--- src/design/twtm_pkg.sv ---
// package for the tick wheel timer manager
// holds sizes, command codes, sequencer states and the picker control structs
// no dependencies
package twtm_pkg;

   localparam int NUM_TIMERS  = 16;
   localparam int WHEEL_SLOTS = 8;
   localparam int IDX_W  = (NUM_TIMERS > 1) ? $clog2(NUM_TIMERS) : 1;
   localparam int SLOT_W = $clog2(WHEEL_SLOTS);
   localparam int DL_W   = 33;

   typedef enum logic [1:0] {
      CMD_TICK   = 2'd0,
      CMD_START  = 2'd1,
      CMD_CANCEL = 2'd2,
      CMD_QUERY  = 2'd3
   } command_type;

   typedef enum logic [2:0] {
      ST_IDLE,
      ST_MIG_SCAN,
      ST_MIG_CHECK,
      ST_FIRE_SCAN,
      ST_FIRE_CHECK
   } state_type;

   typedef struct packed {
      logic              step;
      logic              first;
      logic              cand;
      logic [IDX_W-1:0]  idx;
   } pick_req_type;

   typedef struct packed {
      logic              found;
      logic [IDX_W-1:0]  idx;
   } pick_type;

endpackage

--- src/design/twtm_if.sv ---
// request and response channel interfaces of the tick wheel timer manager
// valid/ready handshake; no dependencies
interface twtm_req_if;
   logic        valid;
   logic        ready;
   logic [1:0]  command;
   logic [3:0]  timer_id;
   logic [31:0] timeout;

   modport source (output valid, command, timer_id, timeout, input ready);
   modport sink   (input valid, command, timer_id, timeout, output ready);
endinterface

interface twtm_rsp_if;
   logic        valid;
   logic        ready;
   logic        status;
   logic        fired_valid;
   logic [3:0]  fired_id;
   logic [31:0] ticks_left;
   logic        last;

   modport source (output valid, status, fired_valid, fired_id, ticks_left, last,
                   input ready);
   modport sink   (input valid, status, fired_valid, fired_id, ticks_left, last,
                   output ready);
endinterface

--- src/design/twtm_picker.sv ---
// oldest-timer picker: one age subtract and compare per cycle over a scan
// depends on twtm_pkg
module twtm_picker (
   input  logic                  clock,
   input  logic                  reset,
   input  twtm_pkg::pick_req_type pick_req,
   input  logic [31:0]           stamp_counter,
   input  logic [31:0]           stamp,
   output twtm_pkg::pick_type    pick
);
   import twtm_pkg::*;

   logic              found_ff, found_in;
   logic [IDX_W-1:0]  idx_ff, idx_in;
   logic [31:0]       age_ff, age_in;
   logic [31:0]       age;
   logic              have;
   logic              take;

   always_comb begin
      age      = stamp_counter - stamp;
      have     = found_ff && !pick_req.first;
      take     = pick_req.step && pick_req.cand && (!have || (age > age_ff));
      found_in = pick_req.step ? (have || pick_req.cand) : found_ff;
      idx_in   = take ? pick_req.idx : idx_ff;
      age_in   = take ? age : age_ff;
   end

   always_ff @(posedge clock) begin
      if (reset) begin
         found_ff <= 1'b0;
      end else begin
         found_ff <= found_in;
      end
      idx_ff <= idx_in;
      age_ff <= age_in;
   end

   assign pick.found = found_ff;
   assign pick.idx   = idx_ff;

endmodule

--- src/design/tick_wheel_timer_manager_core.sv ---
// tick wheel timer manager top level: sequencer, timer state, response register
// depends on twtm_pkg, twtm_if and twtm_picker
//
// usage
//   req channel carries one command per transaction: tick, start, cancel or query
//   rsp channel returns results; the result closing a command has last set
//   start, cancel and query are answered in the cycle after acceptance
//   a tick scans the timers with one shared age comparator: each pick of the
//   oldest matching timer is a scan pass over all timers followed by a check state
//   on a wheel turn every overflow timer costs one pass plus a final empty pass,
//   then every fired timer costs one pass plus a final empty pass
//   req ready is low while a tick is in progress or the response is stalled
//   a stalled response holds its transaction; the sequencer waits to send one
//   reset clears tick count, stamp counter and all timers; no item is pending
//   slot index is the low bits of the tick count (wheel size a power of two)
module tick_wheel_timer_manager_core (
   input  logic clock,
   input  logic reset,
   twtm_req_if.sink   req,
   twtm_rsp_if.source rsp
);
   import twtm_pkg::*;

   state_type              state_ff, state_in;
   logic [31:0]            tick_ff, tick_in;
   logic [31:0]            sc_ff, sc_in;
   logic [NUM_TIMERS-1:0]  active_ff, active_in;
   logic [NUM_TIMERS-1:0]  ovf_ff, ovf_in;
   logic [NUM_TIMERS-1:0]  seen_ff, seen_in;
   logic [IDX_W-1:0]       idx_ff, idx_in;
   logic [IDX_W-1:0]       pend_ff, pend_in;
   logic                   have_pend_ff, have_pend_in;

   logic                   rsp_valid_ff, rsp_valid_in;
   logic                   rsp_status_ff, rsp_status_in;
   logic                   rsp_fv_ff, rsp_fv_in;
   logic [3:0]             rsp_fid_ff, rsp_fid_in;
   logic [31:0]            rsp_left_ff, rsp_left_in;
   logic                   rsp_last_ff, rsp_last_in;

   logic [DL_W-1:0]        dl_mem [NUM_TIMERS];
   logic [31:0]            st_mem [NUM_TIMERS];
   logic [IDX_W-1:0]       addr;
   logic [DL_W-1:0]        dl_rd;
   logic [31:0]            st_rd;
   logic                   dl_we, st_we;
   logic [DL_W-1:0]        dl_wdata;

   pick_req_type           pick_req;
   pick_type               pick;

   logic                   accept;
   logic                   rsp_free;
   logic [31:0]            tick_plus;
   logic [SLOT_W-1:0]      slot;
   logic                   idx_last;
   logic                   fire_go;
   logic [IDX_W-1:0]       req_idx;
   logic                   id_ok;
   logic                   bad_start;
   logic [DL_W-1:0]        dl_dec;
   logic [DL_W-1:0]        cur33;

   assign rsp_free  = !rsp_valid_ff || rsp.ready;
   assign req.ready = (state_ff == ST_IDLE) && rsp_free;
   assign accept    = req.valid && req.ready;
   assign tick_plus = tick_ff + 32'd1;
   assign slot      = tick_ff[SLOT_W-1:0];
   assign idx_last  = idx_ff == IDX_W'(NUM_TIMERS - 1);
   assign req_idx   = IDX_W'(req.timer_id);
   assign id_ok     = 32'(req.timer_id) < 32'(NUM_TIMERS);
   assign bad_start = (req.timeout == 32'd0) || (req.timeout == 32'hFFFF_FFFF) || !id_ok;
   assign fire_go   = rsp_free || (pick.found && !have_pend_ff);
   assign cur33     = DL_W'(slot);
   assign dl_dec    = (dl_rd >= DL_W'(WHEEL_SLOTS)) ? dl_rd - DL_W'(WHEEL_SLOTS) : dl_rd;

   // one shared address into the deadline and stamp stores
   always_comb begin
      unique case (state_ff)
         ST_MIG_SCAN, ST_FIRE_SCAN:   addr = idx_ff;
         ST_MIG_CHECK, ST_FIRE_CHECK: addr = pick.idx;
         default:                     addr = req_idx;
      endcase
   end

   assign dl_rd = dl_mem[addr];
   assign st_rd = st_mem[addr];

   always_comb begin
      pick_req.step  = (state_ff == ST_MIG_SCAN) || (state_ff == ST_FIRE_SCAN);
      pick_req.first = idx_ff == '0;
      pick_req.idx   = idx_ff;
      if (state_ff == ST_MIG_SCAN) begin
         pick_req.cand = active_ff[idx_ff] && ovf_ff[idx_ff] && !seen_ff[idx_ff];
      end else begin
         pick_req.cand = active_ff[idx_ff] && !ovf_ff[idx_ff] && !seen_ff[idx_ff]
                         && (dl_rd == cur33);
      end
   end

   twtm_picker u_picker (
      .clock         (clock),
      .reset         (reset),
      .pick_req      (pick_req),
      .stamp_counter (sc_ff),
      .stamp         (st_rd),
      .pick          (pick)
   );

   // next state
   always_comb begin
      state_in = state_ff;
      unique case (state_ff)
         ST_IDLE: begin
            if (accept && (req.command == CMD_TICK)) begin
               state_in = (tick_plus[SLOT_W-1:0] == '0) ? ST_MIG_SCAN : ST_FIRE_SCAN;
            end
         end
         ST_MIG_SCAN: begin
            if (idx_last) state_in = ST_MIG_CHECK;
         end
         ST_MIG_CHECK: begin
            state_in = pick.found ? ST_MIG_SCAN : ST_FIRE_SCAN;
         end
         ST_FIRE_SCAN: begin
            if (idx_last) state_in = ST_FIRE_CHECK;
         end
         ST_FIRE_CHECK: begin
            if (fire_go) state_in = pick.found ? ST_FIRE_SCAN : ST_IDLE;
         end
         default: state_in = ST_IDLE;
      endcase
   end

   // datapath and response control
   always_comb begin
      tick_in       = tick_ff;
      sc_in         = sc_ff;
      active_in     = active_ff;
      ovf_in        = ovf_ff;
      seen_in       = seen_ff;
      idx_in        = idx_ff;
      pend_in       = pend_ff;
      have_pend_in  = have_pend_ff;
      rsp_valid_in  = rsp_valid_ff && !rsp.ready;
      rsp_status_in = rsp_status_ff;
      rsp_fv_in     = rsp_fv_ff;
      rsp_fid_in    = rsp_fid_ff;
      rsp_left_in   = rsp_left_ff;
      rsp_last_in   = rsp_last_ff;
      dl_we         = 1'b0;
      st_we         = 1'b0;
      dl_wdata      = dl_rd;

      unique case (state_ff)
         ST_IDLE: begin
            if (accept) begin
               rsp_valid_in  = (req.command != CMD_TICK);
               rsp_status_in = 1'b0;
               rsp_fv_in     = 1'b0;
               rsp_fid_in    = '0;
               rsp_left_in   = '0;
               rsp_last_in   = 1'b1;
               unique case (req.command)
                  CMD_TICK: begin
                     tick_in      = tick_plus;
                     seen_in      = '0;
                     idx_in       = '0;
                     have_pend_in = 1'b0;
                  end
                  CMD_START: begin
                     rsp_status_in = bad_start;
                     if (!bad_start) begin
                        active_in[req_idx] = 1'b1;
                        dl_we = 1'b1;
                        st_we = 1'b1;
                        sc_in = sc_ff + 32'd1;
                        if (req.timeout < 32'(WHEEL_SLOTS)) begin
                           ovf_in[req_idx] = 1'b0;
                           dl_wdata = DL_W'(SLOT_W'(slot + req.timeout[SLOT_W-1:0]));
                        end else begin
                           ovf_in[req_idx] = 1'b1;
                           dl_wdata = DL_W'(req.timeout) + cur33;
                        end
                     end
                  end
                  CMD_CANCEL: begin
                     if (id_ok) begin
                        active_in[req_idx] = 1'b0;
                        ovf_in[req_idx]    = 1'b0;
                     end
                  end
                  CMD_QUERY: begin
                     if (!id_ok || !active_ff[req_idx] || (dl_rd == cur33)) begin
                        rsp_left_in = 32'hFFFF_FFFF;
                     end else if (dl_rd > cur33) begin
                        rsp_left_in = 32'(dl_rd - cur33);
                     end else begin
                        rsp_left_in = 32'(dl_rd + DL_W'(WHEEL_SLOTS) - cur33);
                     end
                  end
                  default: ;
               endcase
            end
         end
         ST_MIG_SCAN, ST_FIRE_SCAN: begin
            idx_in = idx_last ? '0 : idx_ff + IDX_W'(1);
         end
         ST_MIG_CHECK: begin
            if (pick.found) begin
               seen_in[pick.idx] = 1'b1;
               dl_we = 1'b1;
               dl_wdata = dl_dec;
               // lands in the wheel once under one turn away
               if (dl_dec < DL_W'(WHEEL_SLOTS)) begin
                  dl_wdata = DL_W'(SLOT_W'(slot + dl_dec[SLOT_W-1:0]));
                  ovf_in[pick.idx] = 1'b0;
                  st_we = 1'b1;
                  sc_in = sc_ff + 32'd1;
               end
            end else begin
               seen_in = '0;
            end
         end
         ST_FIRE_CHECK: begin
            if (fire_go) begin
               if (pick.found) begin
                  active_in[pick.idx] = 1'b0;
                  ovf_in[pick.idx]    = 1'b0;
                  seen_in[pick.idx]   = 1'b1;
                  pend_in             = pick.idx;
                  have_pend_in        = 1'b1;
               end else begin
                  have_pend_in = 1'b0;
               end
               // previous fired timer goes out once we know whether it is the last
               if (have_pend_ff || !pick.found) begin
                  rsp_valid_in  = 1'b1;
                  rsp_status_in = 1'b0;
                  rsp_fv_in     = have_pend_ff;
                  rsp_fid_in    = have_pend_ff ? 4'(pend_ff) : 4'd0;
                  rsp_left_in   = '0;
                  rsp_last_in   = !pick.found;
               end
            end
         end
         default: ;
      endcase
   end

   always_ff @(posedge clock) begin
      if (reset) begin
         state_ff     <= ST_IDLE;
         tick_ff      <= '0;
         sc_ff        <= '0;
         active_ff    <= '0;
         ovf_ff       <= '0;
         seen_ff      <= '0;
         idx_ff       <= '0;
         have_pend_ff <= 1'b0;
         rsp_valid_ff <= 1'b0;
      end else begin
         state_ff     <= state_in;
         tick_ff      <= tick_in;
         sc_ff        <= sc_in;
         active_ff    <= active_in;
         ovf_ff       <= ovf_in;
         seen_ff      <= seen_in;
         idx_ff       <= idx_in;
         have_pend_ff <= have_pend_in;
         rsp_valid_ff <= rsp_valid_in;
      end
      pend_ff       <= pend_in;
      rsp_status_ff <= rsp_status_in;
      rsp_fv_ff     <= rsp_fv_in;
      rsp_fid_ff    <= rsp_fid_in;
      rsp_left_ff   <= rsp_left_in;
      rsp_last_ff   <= rsp_last_in;
   end

   always_ff @(posedge clock) begin
      if (dl_we) dl_mem[addr] <= dl_wdata;
      if (st_we) st_mem[addr] <= sc_ff;
   end

   assign rsp.valid       = rsp_valid_ff;
   assign rsp.status      = rsp_status_ff;
   assign rsp.fired_valid = rsp_fv_ff;
   assign rsp.fired_id    = rsp_fid_ff;
   assign rsp.ticks_left  = rsp_left_ff;
   assign rsp.last        = rsp_last_ff;

`ifndef ASSERT_OFF
   a_ready_idle: assert property (@(posedge clock) disable iff (reset)
      req.ready |-> (state_ff == ST_IDLE))
      else $error("request taken while a tick is in progress");

   a_pend_busy: assert property (@(posedge clock) disable iff (reset)
      have_pend_ff |-> (state_ff != ST_IDLE))
      else $error("fired timer left pending in idle");

   a_pick_unseen: assert property (@(posedge clock) disable iff (reset)
      ((state_ff == ST_FIRE_CHECK) && pick.found) |-> !seen_ff[pick.idx])
      else $error("picked a timer already visited");

   a_tick_busy: assert property (@(posedge clock) disable iff (reset)
      (accept && (req.command == CMD_TICK)) |=> (state_ff != ST_IDLE))
      else $error("tick did not start a scan");
`endif

endmodule
--- src/flat_wrapper.sv ---
// flat-port wrapper written by rule: the top's interface ports become plain ports
module tick_wheel_timer_manager_core_flat import twtm_pkg::*;
  (clock, reset, req_valid, req_command, req_timer_id, req_timeout, req_ready, rsp_valid, rsp_status, rsp_fired_valid, rsp_fired_id, rsp_ticks_left, rsp_last, rsp_ready);
  twtm_req_if req_i ();
  twtm_rsp_if rsp_i ();
  input  logic clock;
  input  logic reset;
  input wire logic [$bits(req_i.valid)-1:0] req_valid;
  input wire logic [$bits(req_i.command)-1:0] req_command;
  input wire logic [$bits(req_i.timer_id)-1:0] req_timer_id;
  input wire logic [$bits(req_i.timeout)-1:0] req_timeout;
  output wire logic [$bits(req_i.ready)-1:0] req_ready;
  output wire logic [$bits(rsp_i.valid)-1:0] rsp_valid;
  output wire logic [$bits(rsp_i.status)-1:0] rsp_status;
  output wire logic [$bits(rsp_i.fired_valid)-1:0] rsp_fired_valid;
  output wire logic [$bits(rsp_i.fired_id)-1:0] rsp_fired_id;
  output wire logic [$bits(rsp_i.ticks_left)-1:0] rsp_ticks_left;
  output wire logic [$bits(rsp_i.last)-1:0] rsp_last;
  input wire logic [$bits(rsp_i.ready)-1:0] rsp_ready;
  assign req_i.valid = req_valid;
  assign req_i.command = req_command;
  assign req_i.timer_id = req_timer_id;
  assign req_i.timeout = req_timeout;
  assign req_ready = req_i.ready;
  assign rsp_valid = rsp_i.valid;
  assign rsp_status = rsp_i.status;
  assign rsp_fired_valid = rsp_i.fired_valid;
  assign rsp_fired_id = rsp_i.fired_id;
  assign rsp_ticks_left = rsp_i.ticks_left;
  assign rsp_last = rsp_i.last;
  assign rsp_i.ready = rsp_ready;
  tick_wheel_timer_manager_core u_core (.clock(clock), .reset(reset), .req(req_i), .rsp(rsp_i));
endmodule
--- config.mk ---
export PLATFORM = sky130hd
export DESIGN_NAME = tick_wheel_timer_manager_core_flat
export DESIGN_NICKNAME = d
export VERILOG_FILES = /design/src/design/twtm_pkg.sv /design/src/design/twtm_if.sv /design/src/design/twtm_picker.sv /design/src/design/tick_wheel_timer_manager_core.sv /design/src/flat_wrapper.sv
export SDC_FILE = /design/constraint.sdc
export NUM_CORES = 2
export LEC_CHECK = 0
export BUFFER_PORTS_ARGS = -buffer_cell sky130_fd_sc_hd__buf_2
export CAP_MARGIN = 10
export CORE_AREA = 2 2 300 302
export DETAILED_ROUTE_END_ITERATION = 10
export DIE_AREA = 0 0 302 304
export PLACE_DENSITY = 0.81
export SLEW_MARGIN = 40
export SYNTH_ARGS = -nofsm -noshare
export SYNTH_HDL_FRONTEND = slang
export SYNTH_HIERARCHICAL = 1
export SYNTH_SLANG_ARGS = --single-unit
--- constraint.sdc ---
create_clock -name clock -period 29.7 [get_ports clock]
set_clock_uncertainty 0.1 [all_clocks]
set_input_delay 8.91 -clock clock [delete_from_list [all_inputs] [get_ports clock]]
set_output_delay 8.91 -clock clock [all_outputs]
set_load 0.05 [all_outputs]
==> results.ini <==
[yosys]
postSynthAreaPerCell_sq_um=13.8
ys.flop_type=edfxtp_1
ys_types=108
synth_top_family_by_area=multiplexers
synth_top_area_share_pct=58.9
seq_area_frac_synth_pct=62.2
synth_top_area_cell=edfxtp_1
synthTopCellsByArea=edfxtp_1 (59%), mux4_2 (8.3%), ha_1 (3.3%)
synthMuxAreaShare_pct=10.5
synth_xor_area_share_pct=1.98
synth-edff-count=1119
synth_fp_nets=4347
synth_compound_area_share_pct=8.94
ys_async_sr_fraction_pct=0
synthesis.area_sq_um=57100
synth-simple-area-share_pct=10.0
ys_ff_latch=1212
netlist_instances=4149
synthAdderAreaFrac_pct=3.50
synth_warnings=6

[drt]
dr.pass1.iters=9
num_vias=38300
routed_wl_mm=158
drc_errors=0
via_per_inst=6.93
first_iter_violations=5329
wl_per_cell_microns=28.6
ant_nets=0

[clocking]
cts_buffer_depth=3
numClockSinks=1212
cts_setup_buffers=0
post_cts_resize_count=0
clkSlewWorstSetupHoldPaths_ps=60
cts_tree=yes
clockRootBuffer=clkbuf_16
insertion_delay_ps=720
cts_htree_levels=3
hold_buffers=0
cts_inserted_buffers=116

[power_and_ir_drop]
seqPwrFrac_pct=29.7
p_per_area_nw_per_um2=120
p_leak_nw=22.6
sw_frac_of_total_pct=42.0
p_comb_share_pct=50.0
p_int_mw=4.40
p_clk_share_pct=20.3
peakVddDrop_v=0.000217
p_switching_mw=3.18

[timing]
fin_tns_setup_ps=0
finalCritPeriodShare_pct=63.0
worstMarginPinSlew_ps=866
timing.hold.ws_ps=368
period_minus_slack_ps=18710
hold_viol=0
setup_viol=0
max_freq_ghz=0.0535
rsz0062_at_grt=no
slew_headroom_pct=42.1
drv_slew=0

[die]
die_y_microns=304
core_sq_um=89000
row_count=110
ios=83
dieArea_sq_um=91800
die_x_microns=302
start_util_pct=64.1

[grt]
grt_antenna_before_repair=1
globalRouteTotalUtil_pct=34.1
grt_pass1_wl_mm=232
grt_max_degree=132
overflow=0
grt_pass1_vias=37400

[setup_path]
rrSetupSlack_ps=19350
required_ps=20690
path_max_fanout=3
crit_path_end=req_ready
ff2ff_path_depth=26
path_class=in -> out
startpoint_type=input port
cp_data_arrival_time_ps=9700
r2r_start=u_core/u_picker/idx_ff[1]
critPathLaunch=rsp_ready
setup.worst_path.end_class=output port
r2r-end=u_core/st_mem[7][10]

[finish]
final_layout_size_suffix_gt1_share_pct=16.3
multi_input_area_sq_um=20300
syn2layout_area_growth_pct=10.6
final.fill_count=5525
layout.nets=4447
design_area_sq_um=63100
diodes=0
seq_area_sq_um=35500

[hold_path]
min_path_type=reg -> reg

[outcome]
status=completed

[place]
hpwl_mm=92.5
placed_area_sq_um=59100
place_congestion=0.992
io_buffer_count=82

[flow_run]
maxCapViolations=0

## cells in the mapped netlist, drive strengths merged, types with 32 or more instances
library cell,n
buf,92
mux2i,76
xor2,32
a211oi,51
and3,59
a21oi,249
mux2,47
dfxtp,93
nand4,70
edfxtp,1119
o21ai,170
mux4,209
xnor2,97
inv,148
nand2,409
nor3,72
a21o,41
ha,150
nor2,230
a31oi,33
nor2b,52
clkbuf,121
nand3,139
## stage by stage
step                instances  util (%)  power (mW)  setup slack [ps]
CTS                      5521      70.8        7.50             11000
detailed placement       5306      66.4        5.94             11010
floorplan                4149         -        4.89             10600
finish                   5522      70.9        7.58             10990
global placement         5294      66.2        5.85             10960
global route             5522      70.9        7.90             10930
## critical path, cell delays in order
cell and delay [ps]:
buf_2 80, nor2b_1 50, nor3_1 310, buf_2 340
## worst min path at each step
stage | from | end | slack (ps) | cells past startpoint
after floorplan | u_core/idx_ff[2] | u_core/u_picker/idx_ff[2] | 310 | 0
after global placement | u_core/seen_ff[15] | u_core/seen_ff[15] | 340 | 2
after detailed placement | u_core/seen_ff[15] | u_core/seen_ff[15] | 350 | 2
after CTS | u_core/seen_ff[15] | u_core/seen_ff[15] | 360 | 2
after global routing | u_core/seen_ff[14] | u_core/seen_ff[14] | 390 | 2
final | u_core/seen_ff[15] | u_core/seen_ff[15] | 370 | 2
## cell type report
| type | instances | share of cell area [%] |
|---|---|---|
| multi-input cells | 2573 | 32.2 |
| well taps | 1176 | 2.33 |
| clock buffers | 149 | 5.04 |
| clock inverters | 66 | 1.29 |
| flip-flops and latches | 1212 | 56.2 |
| inverters | 151 | 0.898 |
| repair buffers | 195 | 2.00 |
## cell usage in the layout (no fill, tap or decap), types with 76 or more instances in the layout
| cell type | n |
|---|---|
| o21ai_0 | 141 |
| dfxtp_1 | 92 |
| mux4_2 | 209 |
| nand3_1 | 135 |
| a21oi_1 | 243 |
| edfxtp_1 | 1119 |
| clkbuf_16 | 117 |
| nor2_1 | 210 |
| buf_4 | 97 |
| inv_1 | 145 |
| mux2i_1 | 76 |
| buf_2 | 92 |
| ha_1 | 150 |
| nand2_1 | 407 |
| xnor2_1 | 97 |
## cells by family after synthesis
family | count (synthesis)
compound gates | 777
xor+xnor | 129
simple gates | 1179
flops | 1212
mux | 332
fa+ha+maj | 156
buf+inv | 364
## state kept, by name, indices dropped and copies added (netlist names), 3 cells and up, named ones only
name	count
u_core/idx_ff	4
u_core/rsp.fired_id	4
u_core/st_mem	512
u_core/u_picker/idx_ff	4
u_core/sc_ff	32
u_core/u_picker/age_ff	32
u_core/rsp.ticks_left	32
u_core/tick_ff	3
u_core/state_ff	3
u_core/pend_ff	4
u_core/seen_ff	16
u_core/dl_mem	528
## layer usage
layer | track usage (%) | part of all wire (%) | up-vias
met4 | 18.6 | 6.3 | 0
met5 | 0 | 0 | -
met2 | 55.1 | 48 | 2723
met3 | 6.20 | 11 | 594
met1 | 44.2 | 35 | 18800
li1 | - | - | 16200
## power by group through the flow
stage	registers (mW)	clock network (mW)	logic, mW
5_1_grt	2.26	1.60	4.04
3_5_place_dp	2.28	0	3.66
4_1_cts	2.25	1.55	3.70
3_3_place_gp	2.29	0	3.56
2_1_floorplan	2.37	0	2.51
6_report	2.25	1.54	3.79
No activity file was read; power rests on OpenSTA's default activity.
